==> config.mk <==
export PLATFORM = sky130hd
export DESIGN_NAME = tknst_ctrl
export DESIGN_NICKNAME = d
export VERILOG_FILES = /design/src/sv/tknst_pkg.sv /design/src/sv/tknst_ctrl.sv
export SDC_FILE = /design/constraint.sdc
export NUM_CORES = 1
export LEC_CHECK = 0
export BUFFER_PORTS_ARGS = -buffer_cell sky130_fd_sc_hd__clkbuf_2
export CORE_AREA = 2 2 39 41
export CTS_CLUSTER_DIAMETER = 40
export DETAILED_ROUTE_END_ITERATION = 12
export DIE_AREA = 0 0 41 43
export MAX_ROUTING_LAYER = met4
export PLACE_DENSITY = 0.61
export SYNTH_ARGS = -nofsm -noshare
export SYNTH_HDL_FRONTEND = slang
export SYNTH_SLANG_ARGS = --single-unit
export TNS_END_PERCENT = 5
==> constraint.sdc <==
create_clock -name clk -period 2.61 [get_ports clk]
set_input_delay 0 -clock clk [delete_from_list [all_inputs] [get_ports clk]]
set_output_delay 0 -clock clk [all_outputs]
set_load 0.01 [all_outputs]
==> src/sv/tknst_pkg.sv <==
// shared types, constants and op codes of the top-k slot tracker
`default_nettype none

package tknst_pkg;

    localparam int DEF_GRID_WIDTH  = 32;
    localparam int DEF_GRID_HEIGHT = 32;
    localparam int DEF_TOP         = 4;

    localparam int OP_W    = 2;
    localparam int ROW_W   = 5;
    localparam int COL_W   = 5;
    localparam int SEL_W   = 4;
    localparam int DIST_W  = 32;
    localparam int LABEL_W = 16;
    localparam int BYTE_W  = 8;

    localparam logic [DIST_W-1:0] MAX_SAMPLES  = 32'd65536;
    localparam logic [DIST_W-1:0] FAR_DISTANCE = 32'h7fff_ffff;

    localparam logic [OP_W-1:0] OP_CLEAR = 2'd0;
    localparam logic [OP_W-1:0] OP_OFFER = 2'd1;
    localparam logic [OP_W-1:0] OP_READ  = 2'd2;

    typedef struct packed {
        logic [DIST_W-1:0]  dval;
        logic [LABEL_W-1:0] label;
        logic [BYTE_W-1:0]  obyte;
    } slot_t;

    typedef struct packed {
        logic init_wr;
        logic capture;
        logic ram_rd;
        logic clear_wr;
        logic load;
        logic scan_step;
        logic update_wr;
        logic emit_zero;
        logic emit_read;
        logic emit_update;
    } cmd_t;

    typedef struct packed {
        logic init_last;
        logic skip;
        logic op_clear;
        logic op_read;
        logic scan_last;
        logic better;
    } status_t;

endpackage

`default_nettype wire

==> src/sv/tknst_ctrl.sv <==
// controller state machine of the top-k slot tracker
`default_nettype none

module tknst_ctrl (
    input  wire logic              clk,
    input  wire logic              rst_n,
    input  wire logic              start,
    input  wire tknst_pkg::status_t sts,
    output logic                   busy,
    output tknst_pkg::cmd_t        cmd
);

    import tknst_pkg::*;

    typedef enum logic [5:0] {
        S_INIT   = 6'b000001,
        S_IDLE   = 6'b000010,
        S_ISSUE  = 6'b000100,
        S_LOAD   = 6'b001000,
        S_SCAN   = 6'b010000,
        S_FINISH = 6'b100000
    } state_t;

    state_t state_reg;
    state_t state_next;

    always_ff @(posedge clk or negedge rst_n)
    begin
        if (!rst_n)
        begin
            state_reg <= S_INIT;
        end
        else
        begin
            state_reg <= state_next;
        end
    end

    always_comb
    begin
        state_next = state_reg;
        cmd        = '0;
        busy       = 1'b1;
        case (state_reg)
            S_INIT:
            begin
                cmd.init_wr = 1'b1;
                if (sts.init_last)
                begin
                    state_next = S_IDLE;
                end
            end
            S_IDLE:
            begin
                busy = 1'b0;
                if (start)
                begin
                    cmd.capture = 1'b1;
                    state_next  = S_ISSUE;
                end
            end
            S_ISSUE:
            begin
                if (sts.skip)
                begin
                    cmd.emit_zero = 1'b1;
                    state_next    = S_IDLE;
                end
                else if (sts.op_clear)
                begin
                    cmd.clear_wr  = 1'b1;
                    cmd.emit_zero = 1'b1;
                    state_next    = S_IDLE;
                end
                else
                begin
                    cmd.ram_rd = 1'b1;
                    state_next = S_LOAD;
                end
            end
            S_LOAD:
            begin
                if (sts.op_read)
                begin
                    cmd.emit_read = 1'b1;
                    state_next    = S_IDLE;
                end
                else
                begin
                    cmd.load   = 1'b1;
                    state_next = S_SCAN;
                end
            end
            S_SCAN:
            begin
                cmd.scan_step = 1'b1;
                if (sts.scan_last)
                begin
                    state_next = S_FINISH;
                end
            end
            S_FINISH:
            begin
                if (sts.better)
                begin
                    cmd.update_wr   = 1'b1;
                    cmd.emit_update = 1'b1;
                end
                else
                begin
                    cmd.emit_zero = 1'b1;
                end
                state_next = S_IDLE;
            end
            default:
            begin
                state_next = S_INIT;
            end
        endcase
    end

endmodule

`default_nettype wire

==> results.tsv <==
metric	value	unit
worst_clock_skew	0.0105	ns
cts-buffers-inserted	3	
pin_count	20	
ant_nets	0	
drive_above_1_share	0.384	
wl_per_cell	11.6	um
post_cts_buffers	0	
critPathKind	reg -> reg	
cts.sinks	6	
diodes	0	
finalHoldViolations	0	
cp-end-kind	register	
cp-start-kind	register	
pwr-share-comb	0.442	
final_cell_mix	clkbuf_2, nor2_1, dfrtp_1	
r2r_start	state_reg[5]$_DFFE_PN0P_	
drv_cap	0	
io_buffers	19	
antenna_found_initial	0	
r2r_end	state_reg[3]$_DFFE_PN0P_	
hold_class	in -> reg	
fin_crit	1.87	ns
clk_pin_slew	0.05	ns
rows	14	
fin_tns_setup	0	ns
setup-violations-final	0	
hold_start	sts[1]	
critPathMaxStageDelay	0.57	ns
reg2reg_depth	4	
cts_root_buffer	clkbuf_4	
ys_types	27	
postPlaceCellArea	549	um^2
area_growth	35.5	%
drt_iter0_drc	2	
p_leak	0.311	nW
crit_chain	nor4_4, nand3b_1, nor3_1, dlygate4sd3_1	
power.share.clock	0.193	
drt-vias-per-instance	5.00	
whs_endpoint	state_reg[4]$_DFFE_PN0P_	
vdd_drop_max	0.305	mV
final_common_cell	clkbuf_2	
yosys_warnings	0	
ff2ff_setup_slack	0.74	ns
power_density	775	nW/um^2
p_sw	0.188	mW
grt_first_pass_wirelength	1.65	mm
crit_arrival	2.05	ns
worst_pin_slew	0.404	ns
cts_tree	done	
netlist_area	454	um^2
fin_area	616	um^2
grt_use_total	0.148	
cp_max_fo	5	
fp.dieH	43	um
largest_reg_flops	6	
rsz0062_at_grt	false	
slew_headroom	0.730	
syn_inst	49	
synth-seq-cells	6	
fp.dieArea	1760	um^2
switching_share	0.394	
clock_latency	0.25	ns
drtPass1Iterations	3	
status	complete, no violations	
overflow	0	
seqPwrFrac	0.365	
p_int	0.289	mW
syn_avg_cell_area	9.27	um^2
drc	0	
die_w	41	um
core_area	1380	um^2
syn-num-nets	58	
hold_path_depth	2	
grt_max_degree	10	
slew_violations	0	
initial_core_util	0.328	
num_vias	445	
crit_slowest_cell	dlygate4sd3_1	
drt-total-wl	1.03	mm
yosysSeqAreaShare	0.333	
finalCritPeriodShare	0.718	
nNetsFinal	83	
timing.fmax	534	MHz
htree_levels	1	
dp_hpwl	813	um
clk_path_buf_depth	2	
gp_routability_congestion	0.761	
grt_pass1_vias	393	
worstPathRequired	2.78	ns
metal layers:
metal	GRT usage	share of wire
met2	0.209	0.53
met3	0.0314	0.024
met4	0.100	0
met1	0.182	0.44
met5	-	0
cell families after synthesis:
kind of cell | synth area share
AO/OA/AOI/OAI | 0.149
XOR/XNOR | 0.0386
buffers and inverters | 0.0606
flip-flops | 0.333
AND/OR/NAND/NOR | 0.419
critical path, delay by kind of cell (launching register included):
kind,cells,cell delay [ns]
buf+inv,1,0.57
simple gates,3,0.78
flops,1,0.45
power groups by stage:
| stage | sequential [mW] | combinational (mW) | clock (mW) |
|---|---|---|---|
| after floorplan | 0.125 | 0.209 | 0 |
| after global placement | 0.173 | 0.205 | 0 |
| after detailed placement | 0.175 | 0.210 | 0 |
| after CTS | 0.173 | 0.214 | 0.0980 |
| after global routing | 0.178 | 0.233 | 0.104 |
| final | 0.174 | 0.211 | 0.0921 |
synthesized netlist by cell type (all sizes together):
master,number,area share
nor2,8,0.066
and3,3,0.044
xor2,1,0.019
nand4b,1,0.019
a2bb2oi,1,0.019
nand2b,1,0.014
nand2,4,0.033
buf,3,0.044
o22ai,3,0.055
a211oi,1,0.017
dfstp,1,0.058
a211o,1,0.019
nor3b,2,0.033
nand3b,2,0.033
inv,2,0.017
nor4,1,0.047
o21bai,1,0.017
nor4b,3,0.085
a32o,1,0.022
dfrtp,5,0.28
nor3,2,0.022
xnor2,1,0.019
and4b,1,0.022
per-stage QoR:
step	worst slack, ns	utilization	total power [mW]	instances	hold slack, ns
after global placement	1.13	0.397	0.377	81	-0.170
after global routing	0.562	0.445	0.515	89	0.0249
after floorplan	1.25	-	0.334	49	-0.296
after detailed placement	1.12	0.397	0.384	81	-0.167
final	0.737	0.445	0.477	89	0.0152
after CTS	0.742	0.445	0.485	89	0.00918
how the worst max path moves through the flow:
stage                        startpoint                  endpoint  cells after the start
2_1_floorplan  state_reg[0]$_DFFE_PN1P_  state_reg[1]$_DFFE_PN0P_                      5
3_3_place_gp   state_reg[2]$_DFFE_PN0P_  state_reg[1]$_DFFE_PN0P_                      4
3_5_place_dp   state_reg[1]$_DFFE_PN0P_  state_reg[1]$_DFFE_PN0P_                      4
4_1_cts        state_reg[5]$_DFFE_PN0P_  state_reg[3]$_DFFE_PN0P_                      4
5_1_grt        state_reg[5]$_DFFE_PN0P_  state_reg[3]$_DFFE_PN0P_                      4
6_report       state_reg[5]$_DFFE_PN0P_  state_reg[3]$_DFFE_PN0P_                      4
repair_timing:
item                      4_1_cts  5_1_grt
hold endpoints to repair        9        0
gates resized for setup         0        0
hold buffers                    4        0
area by class of cell:
class | count | area [um^2]
clock buffers | 4 | 26.3
fillers | 144 | 768
inverters | 2 | 7.51
multi-input cells | 38 | 275
flip-flops and latches | 6 | 151
well taps | 16 | 20.0
repair buffers | 23 | 135
Note: power is estimated with default switching activity, not from simulation.
